===== config.mk =====
export PLATFORM = sky130hd
export DESIGN_NAME = rgb_to_hsv_converter
export DESIGN_NICKNAME = d
export VERILOG_FILES = /design/src/hw/rtl/r2h_pkg.sv /design/src/hw/rtl/r2h_prep.sv /design/src/hw/rtl/r2h_div_cell.sv /design/src/hw/rtl/rgb_to_hsv_converter.sv
export SDC_FILE = /design/constraint.sdc
export NUM_CORES = 2
export LEC_CHECK = 0
export ABC_AREA = 1
export ABC_CLOCK_PERIOD_IN_PS = 8800
export BUFFER_PORTS_ARGS = -buffer_cell sky130_fd_sc_hd__buf_2
export CAP_MARGIN = 10
export CORE_MARGIN = 5
export CORE_UTILIZATION = 54
export CTS_CLUSTER_DIAMETER = 40
export DETAILED_ROUTE_END_ITERATION = 8
export GPL_ROUTABILITY_DRIVEN = 1
export HOLD_SLACK_MARGIN = 0.15
export PLACE_DENSITY_LB_ADDON = 0.12
export SYNTH_ARGS = -nofsm -noshare
export SYNTH_HDL_FRONTEND = slang
export SYNTH_SLANG_ARGS = --single-unit
export TNS_END_PERCENT = 100

===== constraint.sdc =====
create_clock -name clk -period 8.8 [get_ports clk]
set_input_delay 0.44 -clock clk [delete_from_list [all_inputs] [get_ports clk]]
set_output_delay 0.44 -clock clk [all_outputs]
set_load 0.05 [all_outputs]

===== src/hw/rtl/r2h_pkg.sv =====
// Shared constants and types for the RGB to HSV converter.
// No dependencies; imported by every module of the block.
package r2h_pkg;

  // Default channel width of the pixel inputs
  localparam int unsigned CHANNEL_BITS_DEFAULT = 8;

  // Width of the hue field and of every byte-wide output field
  localparam int unsigned HUE_QBITS = 15;
  localparam int unsigned OUT_BITS  = 8;

  // Hue scale: 60 degrees and a full turn in 1/64 degree units
  localparam int unsigned SIXTY_DEG = 3840;
  localparam int unsigned FULL_TURN = 23040;

  // Per-pixel control flags carried along the divider chain
  typedef struct packed {
    logic hue_zero;  // grey pixel: hue forced to 0
    logic hue_neg;   // red sector with green below blue: wrap the angle
    logic sat_zero;  // black pixel: saturation forced to 0
  } r2h_flags_t;

endpackage


===== src/hw/rtl/r2h_prep.sv =====
// Front cell of the converter: max/min search, sector select, dividends.
// Depends on r2h_pkg.
module r2h_prep import r2h_pkg::*; #(
  parameter int unsigned CHANNEL_BITS = CHANNEL_BITS_DEFAULT
) (
  input  logic                        clk,
  input  logic                        rst,
  input  logic                        in_valid,
  output logic                        in_ready,
  input  logic [CHANNEL_BITS-1:0]     red,
  input  logic [CHANNEL_BITS-1:0]     green,
  input  logic [CHANNEL_BITS-1:0]     blue,
  input  logic [OUT_BITS-1:0]         alpha,
  output logic                        out_valid,
  input  logic                        out_ready,
  output logic [CHANNEL_BITS+((CHANNEL_BITS > HUE_QBITS) ? CHANNEL_BITS : HUE_QBITS)-1:0] hue_acc,
  output logic [CHANNEL_BITS+((CHANNEL_BITS > HUE_QBITS) ? CHANNEL_BITS : HUE_QBITS)-1:0] sat_acc,
  output logic [CHANNEL_BITS-1:0]     hue_div,
  output logic [CHANNEL_BITS-1:0]     sat_div,
  output logic [CHANNEL_BITS-1:0]     bright,
  output logic [OUT_BITS-1:0]         opacity,
  output r2h_flags_t                  flags
);

  localparam int unsigned STEPS = (CHANNEL_BITS > HUE_QBITS) ? CHANNEL_BITS : HUE_QBITS;
  localparam int unsigned AW    = CHANNEL_BITS + STEPS;
  localparam int unsigned NW    = CHANNEL_BITS + 3;

  logic [CHANNEL_BITS-1:0] mx, mn, d;
  logic                    red_max, green_max, neg;
  logic [NW-1:0]           r_w, g_w, b_w, d_w, num;
  logic [AW-1:0]           hue_acc_next, sat_acc_next;
  r2h_flags_t              flags_next;

  // Find the largest and smallest channel
  always_comb begin
    mx = red;
    mn = red;
    if (green > mx) mx = green;
    if (blue > mx) mx = blue;
    if (green < mn) mn = green;
    if (blue < mn) mn = blue;
    d = mx - mn;
  end

  // Pick the sector numerator, priority red, then green, then blue
  always_comb begin
    r_w       = NW'(red);
    g_w       = NW'(green);
    b_w       = NW'(blue);
    d_w       = NW'(d);
    red_max   = (mx == red);
    green_max = (mx == green);
    neg       = 1'b0;
    if (red_max) begin
      if (green >= blue) begin
        num = g_w - b_w;
      end else begin
        num = b_w - g_w;
        neg = 1'b1;
      end
    end else if (green_max) begin
      num = (d_w << 1) + b_w - r_w;
    end else begin
      num = (d_w << 2) + r_w - g_w;
    end
  end

  // Form the dividends: 60 degrees times numerator, and spread times full scale
  always_comb begin
    hue_acc_next        = AW'(num) * AW'(SIXTY_DEG);
    sat_acc_next        = AW'({d, {CHANNEL_BITS{1'b0}}}) - AW'(d);
    flags_next.hue_zero = (d == '0);
    flags_next.hue_neg  = neg;
    flags_next.sat_zero = (mx == '0);
  end

  assign in_ready = !out_valid || out_ready;

  // Hold the stage while downstream stalls
  always_ff @(posedge clk) begin
    if (rst) begin
      out_valid <= 1'b0;
    end else if (in_ready) begin
      out_valid <= in_valid;
    end
  end

  always_ff @(posedge clk) begin
    if (in_ready && in_valid) begin
      hue_acc <= hue_acc_next;
      sat_acc <= sat_acc_next;
      hue_div <= d;
      sat_div <= mx;
      bright  <= mx;
      opacity <= alpha;
      flags   <= flags_next;
    end
  end

endmodule


===== src/hw/rtl/r2h_div_cell.sv =====
// One cell of the divider chain: a restoring step for hue and saturation.
// Depends on r2h_pkg.
module r2h_div_cell import r2h_pkg::*; #(
  parameter int unsigned CHANNEL_BITS = CHANNEL_BITS_DEFAULT
) (
  input  logic                        clk,
  input  logic                        rst,
  input  logic                        in_valid,
  output logic                        in_ready,
  input  logic [CHANNEL_BITS+((CHANNEL_BITS > HUE_QBITS) ? CHANNEL_BITS : HUE_QBITS)-1:0] in_hue_acc,
  input  logic [CHANNEL_BITS+((CHANNEL_BITS > HUE_QBITS) ? CHANNEL_BITS : HUE_QBITS)-1:0] in_sat_acc,
  input  logic [CHANNEL_BITS-1:0]     in_hue_div,
  input  logic [CHANNEL_BITS-1:0]     in_sat_div,
  input  logic [CHANNEL_BITS-1:0]     in_bright,
  input  logic [OUT_BITS-1:0]         in_opacity,
  input  r2h_flags_t                  in_flags,
  output logic                        out_valid,
  input  logic                        out_ready,
  output logic [CHANNEL_BITS+((CHANNEL_BITS > HUE_QBITS) ? CHANNEL_BITS : HUE_QBITS)-1:0] hue_acc,
  output logic [CHANNEL_BITS+((CHANNEL_BITS > HUE_QBITS) ? CHANNEL_BITS : HUE_QBITS)-1:0] sat_acc,
  output logic [CHANNEL_BITS-1:0]     hue_div,
  output logic [CHANNEL_BITS-1:0]     sat_div,
  output logic [CHANNEL_BITS-1:0]     bright,
  output logic [OUT_BITS-1:0]         opacity,
  output r2h_flags_t                  flags
);

  localparam int unsigned STEPS = (CHANNEL_BITS > HUE_QBITS) ? CHANNEL_BITS : HUE_QBITS;
  localparam int unsigned AW    = CHANNEL_BITS + STEPS;

  logic [CHANNEL_BITS:0]   h_trial, s_trial, h_diff, s_diff;
  logic                    h_ge, s_ge;
  logic [CHANNEL_BITS-1:0] h_rem, s_rem;
  logic [AW-1:0]           hue_acc_next, sat_acc_next;

  // Shift in the next dividend bit, trial subtract, restore on borrow
  always_comb begin
    h_trial      = {in_hue_acc[AW-1:STEPS], in_hue_acc[STEPS-1]};
    s_trial      = {in_sat_acc[AW-1:STEPS], in_sat_acc[STEPS-1]};
    h_diff       = h_trial - {1'b0, in_hue_div};
    s_diff       = s_trial - {1'b0, in_sat_div};
    h_ge         = (h_trial >= {1'b0, in_hue_div});
    s_ge         = (s_trial >= {1'b0, in_sat_div});
    h_rem        = h_ge ? h_diff[CHANNEL_BITS-1:0] : h_trial[CHANNEL_BITS-1:0];
    s_rem        = s_ge ? s_diff[CHANNEL_BITS-1:0] : s_trial[CHANNEL_BITS-1:0];
    hue_acc_next = {h_rem, in_hue_acc[STEPS-2:0], h_ge};
    sat_acc_next = {s_rem, in_sat_acc[STEPS-2:0], s_ge};
  end

  assign in_ready = !out_valid || out_ready;

  // Advance when the next cell has room
  always_ff @(posedge clk) begin
    if (rst) begin
      out_valid <= 1'b0;
    end else if (in_ready) begin
      out_valid <= in_valid;
    end
  end

  always_ff @(posedge clk) begin
    if (in_ready && in_valid) begin
      hue_acc <= hue_acc_next;
      sat_acc <= sat_acc_next;
      hue_div <= in_hue_div;
      sat_div <= in_sat_div;
      bright  <= in_bright;
      opacity <= in_opacity;
      flags   <= in_flags;
    end
  end

  // Partial remainders stay below a nonzero divisor
  a_hue_rem: assert property (@(posedge clk) disable iff (rst)
    (out_valid && hue_div != '0) |-> (hue_acc[AW-1:STEPS] < hue_div))
    else $error("hue partial remainder not below divisor");

  a_sat_rem: assert property (@(posedge clk) disable iff (rst)
    (out_valid && sat_div != '0) |-> (sat_acc[AW-1:STEPS] < sat_div))
    else $error("saturation partial remainder not below divisor");

  a_hold: assert property (@(posedge clk) disable iff (rst)
    (out_valid && !out_ready) |=> out_valid)
    else $error("cell dropped a stalled transaction");

endmodule


===== src/hw/rtl/rgb_to_hsv_converter.sv =====
// Top level of the RGB to HSV converter: front cell, divider chain, output stage.
// Depends on r2h_pkg, r2h_prep and r2h_div_cell.
//
// Converts one RGBA pixel per clock into hue, saturation, brightness and
// opacity while result_ready does not stall it. The block is a pipeline of
// cells: one front cell that finds max, min and the hue sector, then a chain of
// max(15, CHANNEL_BITS) divider cells that each retire one quotient bit for
// hue and saturation at once, then an output register that applies the hue
// wrap. A new pixel is taken every cycle unless the output stalls. Every stage
// has its own valid bit and accepts data when it is empty or moving on, so
// bubbles close up; pixel_ready drops only when every stage holds a pixel and
// result_ready is low.
module rgb_to_hsv_converter import r2h_pkg::*; #(
  parameter int unsigned CHANNEL_BITS = CHANNEL_BITS_DEFAULT
) (
  input  logic                    clk,
  input  logic                    rst,
  input  logic                    pixel_valid,
  output logic                    pixel_ready,
  input  logic [CHANNEL_BITS-1:0] red,
  input  logic [CHANNEL_BITS-1:0] green,
  input  logic [CHANNEL_BITS-1:0] blue,
  input  logic [OUT_BITS-1:0]     alpha,
  output logic                    result_valid,
  input  logic                    result_ready,
  output logic [HUE_QBITS-1:0]    hue,
  output logic [OUT_BITS-1:0]     saturation,
  output logic [OUT_BITS-1:0]     brightness,
  output logic [OUT_BITS-1:0]     opacity
);

  localparam int unsigned STEPS = (CHANNEL_BITS > HUE_QBITS) ? CHANNEL_BITS : HUE_QBITS;
  localparam int unsigned AW    = CHANNEL_BITS + STEPS;
  localparam int unsigned EW    = (CHANNEL_BITS > OUT_BITS) ? CHANNEL_BITS : OUT_BITS;

  // Chain taps: index 0 is the front cell, index STEPS the last divider cell
  logic                    valid   [STEPS+1];
  logic                    ready   [STEPS+1];
  logic [AW-1:0]           hue_acc [STEPS+1];
  logic [AW-1:0]           sat_acc [STEPS+1];
  logic [CHANNEL_BITS-1:0] hue_div [STEPS+1];
  logic [CHANNEL_BITS-1:0] sat_div [STEPS+1];
  logic [CHANNEL_BITS-1:0] bright  [STEPS+1];
  logic [OUT_BITS-1:0]     opac    [STEPS+1];
  r2h_flags_t              flags   [STEPS+1];

  logic                    out_ready;
  logic [HUE_QBITS-1:0]    q_hue, hue_next;
  logic [EW-1:0]           sat_ext, bright_ext;

  r2h_prep #(
    .CHANNEL_BITS(CHANNEL_BITS)
  ) u_prep (
    .clk      (clk),
    .rst      (rst),
    .in_valid (pixel_valid),
    .in_ready (pixel_ready),
    .red      (red),
    .green    (green),
    .blue     (blue),
    .alpha    (alpha),
    .out_valid(valid[0]),
    .out_ready(ready[0]),
    .hue_acc  (hue_acc[0]),
    .sat_acc  (sat_acc[0]),
    .hue_div  (hue_div[0]),
    .sat_div  (sat_div[0]),
    .bright   (bright[0]),
    .opacity  (opac[0]),
    .flags    (flags[0])
  );

  for (genvar i = 0; i < STEPS; i++) begin : g_cell
    r2h_div_cell #(
      .CHANNEL_BITS(CHANNEL_BITS)
    ) u_cell (
      .clk       (clk),
      .rst       (rst),
      .in_valid  (valid[i]),
      .in_ready  (ready[i]),
      .in_hue_acc(hue_acc[i]),
      .in_sat_acc(sat_acc[i]),
      .in_hue_div(hue_div[i]),
      .in_sat_div(sat_div[i]),
      .in_bright (bright[i]),
      .in_opacity(opac[i]),
      .in_flags  (flags[i]),
      .out_valid (valid[i+1]),
      .out_ready (ready[i+1]),
      .hue_acc   (hue_acc[i+1]),
      .sat_acc   (sat_acc[i+1]),
      .hue_div   (hue_div[i+1]),
      .sat_div   (sat_div[i+1]),
      .bright    (bright[i+1]),
      .opacity   (opac[i+1]),
      .flags     (flags[i+1])
    );
  end

  // Apply the grey and black overrides and the red-sector wrap, fit the byte fields
  always_comb begin
    q_hue = hue_acc[STEPS][HUE_QBITS-1:0];
    if (flags[STEPS].hue_zero) begin
      hue_next = '0;
    end else if (flags[STEPS].hue_neg && q_hue != '0) begin
      hue_next = HUE_QBITS'(FULL_TURN) - q_hue;
    end else begin
      hue_next = q_hue;
    end
    sat_ext    = flags[STEPS].sat_zero ? '0 : EW'(sat_acc[STEPS][CHANNEL_BITS-1:0]);
    bright_ext = EW'(bright[STEPS]);
  end

  assign out_ready    = !result_valid || result_ready;
  assign ready[STEPS] = out_ready;

  // Hold the result until the consumer takes the transaction
  always_ff @(posedge clk) begin
    if (rst) begin
      result_valid <= 1'b0;
    end else if (out_ready) begin
      result_valid <= valid[STEPS];
    end
  end

  always_ff @(posedge clk) begin
    if (out_ready && valid[STEPS]) begin
      hue        <= hue_next;
      saturation <= sat_ext[OUT_BITS-1:0];
      brightness <= bright_ext[OUT_BITS-1:0];
      opacity    <= opac[STEPS];
    end
  end

  a_hue_range: assert property (@(posedge clk) disable iff (rst)
    result_valid |-> (hue < HUE_QBITS'(FULL_TURN)))
    else $error("hue beyond a full turn");

  a_stall_only_full: assert property (@(posedge clk) disable iff (rst)
    !pixel_ready |-> (result_valid && !result_ready))
    else $error("input stalled while output is free");

  a_result_source: assert property (@(posedge clk) disable iff (rst)
    $rose(result_valid) |-> $past(valid[STEPS]))
    else $error("result appeared without a transaction in the last cell");

endmodule


==> results.json <==
{
  "finalCritPeriodShare": 0.916,
  "rows": 108,
  "first_pass_iters": 5,
  "synth-seq-cells": 1003,
  "drtIter0Drc": 1213,
  "finalHoldViolCount": 0,
  "min_from": "g_cell[10].u_cell.opacity[5]$_DFFE_PP_",
  "reg2reg_slack_ps": 4700,
  "setup_viol": 0,
  "whs_ps": 401,
  "path_clk_slew_ps": 50,
  "dp_hpwl_mm": 57.7,
  "pin_count": 77,
  "cp-endpoint": "u_prep.hue_acc[22]$_DFFE_PP_",
  "total_power_uw": 20700,
  "wl_per_cell_um": 14.7,
  "relSlewSlack": 0.218,
  "viasPerCell": 5.00,
  "dieWidth_um": 305,
  "yosysSeqAreaShare": 0.639,
  "final_layout_size_suffix_gt1_frac": 0.131,
  "synthTopCellsByCount": "986 x edfxtp_1, 578 x inv_1, 370 x nor2_1, 348 x a21oi_1, 333 x ha_1",
  "setup_ws_ps": 737,
  "critPathLaunchType": "input port",
  "numPortBuffers": 76,
  "drt_wl_total_mm": 79.1,
  "die_height_um": 305,
  "synth_area_um2": 46900,
  "maxCapViolCount": 0,
  "grt_max_degree": 65,
  "fin_skew_ps": 23.9,
  "synth_area_leaders": "edfxtp_1 63%, ha_1 8.9%, inv_1 4.6%",
  "die_area_um2": 92800,
  "use_met3": 0.0351,
  "cp-startpoint": "red[5]",
  "final_nets": 4537,
  "drt_drc_violations_left": 0,
  "timing.rr.start": "result_valid$_SDFFE_PP0P_",
  "globalRouteOverflowTotal": 0,
  "synth_top_area_share": 0.632,
  "clock_latency_ps": 710,
  "netlist.top_cell.by_area": "edfxtp_1",
  "worstPathArrival_ps": 8510,
  "yosysWarnings": 0,
  "worstSetupPathType": "input port to flip-flop",
  "rr_worst_depth": 32,
  "slowest_stage": "fa_1",
  "crit_fanout": 16,
  "pre_cts_ws_ps": -48.3,
  "syn_area_per_cell_um2": 12.4,
  "gr-usage-met2": 0.321,
  "ant_nets": 0,
  "crit_path_frequent_cell": "a21oi_1",
  "fillCellCount": 6690,
  "synth_edf_count": 986,
  "area_growth_pct": 16.2,
  "ir_worst_vdd_mv": 2.66,
  "htreeDepth": 4,
  "async_flop_share": 0,
  "power_density_nw_per_um2": 381,
  "hold_path.class": "flip-flop to flip-flop",
  "cp.required_ps": 9250,
  "critPathCaptureType": "flip-flop",
  "start_util": 0.542,
  "cts_inserted_buffers": 137,
  "cts.sinks": 1003,
  "grt_pass1_wl_mm": 132,
  "first_global_vias": 27600,
  "antenna_found_initial": 0,
  "slew_viol_final": 0,
  "met1_usage": 0.201,
  "diodes": 0,
  "hold_depth": 0,
  "via_count": 26900,
  "grtUsageTotal": 0.173,
  "syn-num-nets": 4205,
  "tightestPinTransition_ps": 1170,
  "leakage_uw": 0.0219,
  "gp_congestion": 0.867,
  "core_area_um2": 86500,
  "ys_types": 56,
  "layout_min_cycle_time_ps": 8060,
  "clockRootBuffer": "clkbuf_16",
  "timing.fmax_mhz": 124,
  "ctsLongestPathBuffers": 3,
  "yosysMostFrequentCell": "edfxtp_1",
  "rsz0062_at_grt": "false",
  "syn-instance-count": 3777,
  "post_cts_buffers": 0,
  "outcome": "finished clean",
  "synth_flop_cell": "edfxtp_1",
  "cp_slowest_stage_delay_ps": 540,
  "rr_endpoint": "g_cell[0].u_cell.sat_acc[21]$_DFFE_PP_",
  "cts_tree": "done",
  "grt.busiest_layer": "met2"
}
-- cells by family after synthesis --
kind of cell | after synthesis | share of synthesized area
flops | 1003 | 0.639
simple gates | 908 | 0.0822
other cells | 1 | 0.0000800
mux | 1 | 0.000214
fa+ha+maj | 392 | 0.114
compound gates | 629 | 0.0744
buf+inv | 642 | 0.0523
xor+xnor | 201 | 0.0377
-- layout by cell type, fill, tap and decap left out, types with 76 or more instances in the layout --
cell       instances
a21oi_1          346
buf_2             76
buf_4            146
clkbuf_16        138
edfxtp_1         986
ha_1             333
inv_1            570
nand2_1          331
nor2_1           362
o21ai_0          167
xor2_1           134
-- sequential cells by signal, summed over array words and instances (netlist names), 15 cells and up --
name,flops
g_cell.u_cell.hue_acc,253
g_cell.u_cell.sat_acc,239
u_prep.sat_acc,16
g_cell.u_cell.opacity,120
g_cell.u_cell.hue_div,112
g_cell.u_cell.sat_div,80
u_prep.hue_acc,15
g_cell.u_cell.out_valid,15
g_cell.u_cell.bright,40
g_cell.u_cell.flags,45
hue,15
-- how the worst min path moves through the flow --
stage	end
5_1_grt	u_prep.opacity[1]$_DFFE_PP_
3_5_place_dp	g_cell[0].u_cell.opacity[5]$_DFFE_PP_
6_report	g_cell[11].u_cell.opacity[5]$_DFFE_PP_
4_1_cts	u_prep.opacity[1]$_DFFE_PP_
3_3_place_gp	g_cell[5].u_cell.sat_acc[11]$_DFFE_PP_
2_1_floorplan	brightness[0]$_DFFE_PP_
-- stage by stage --
stage | instances | util | TNS [ps] | cell area [um^2]
floorplan | 3777 | - | 0 | 46900
global placement | 5111 | 0.574 | 0 | 49700
detailed placement | 5111 | 0.574 | -48.3 | 49700
CTS | 5375 | 0.629 | 0 | 54400
global route | 5376 | 0.629 | 0 | 54400
finish | 5376 | 0.629 | 0 | 54400
-- power by group --
| group | internal [uW] | switching (uW) | leakage, uW |
|---|---|---|---|
| clock | 3290 | 2120 | 0.00222 |
| sequential | 6020 | 107 | 0.00909 |
| combinational | 4550 | 4640 | 0.0106 |
| total | 13900 | 6860 | 0.0219 |
-- worst max-delay path, delay by kind of cell --
family | cells | cell delay [ps]
fa+ha+maj | 9 | 3380
compound gates | 15 | 2160
simple gates | 13 | 1070
buf+inv | 10 | 1060
xor+xnor | 2 | 370
-- per-layer routing --
metal	share of wire	up-vias
li1	-	13800
met1	0.41	12600
met2	0.53	397
met3	0.038	127
met4	0.026	0
met5	0	-
-- layout make-up --
class | instances | area (um^2) | area share
sequential | 1003 | 29900 | 0.550
multi-input combinational | 2132 | 14600 | 0.267
clock buffer | 153 | 3510 | 0.0645
inverter | 600 | 2250 | 0.0414
timing repair buffer | 235 | 1610 | 0.0295
tap | 1155 | 1450 | 0.0265
clock inverter | 98 | 1120 | 0.0206
-- repair_timing --
item	4_1_cts	5_1_grt
gates resized for setup	0	4
hold buffers	13	0
setup endpoints to repair	0	1
hold endpoints to repair	25	0
Note: power is estimated with default switching activity, not from simulation.
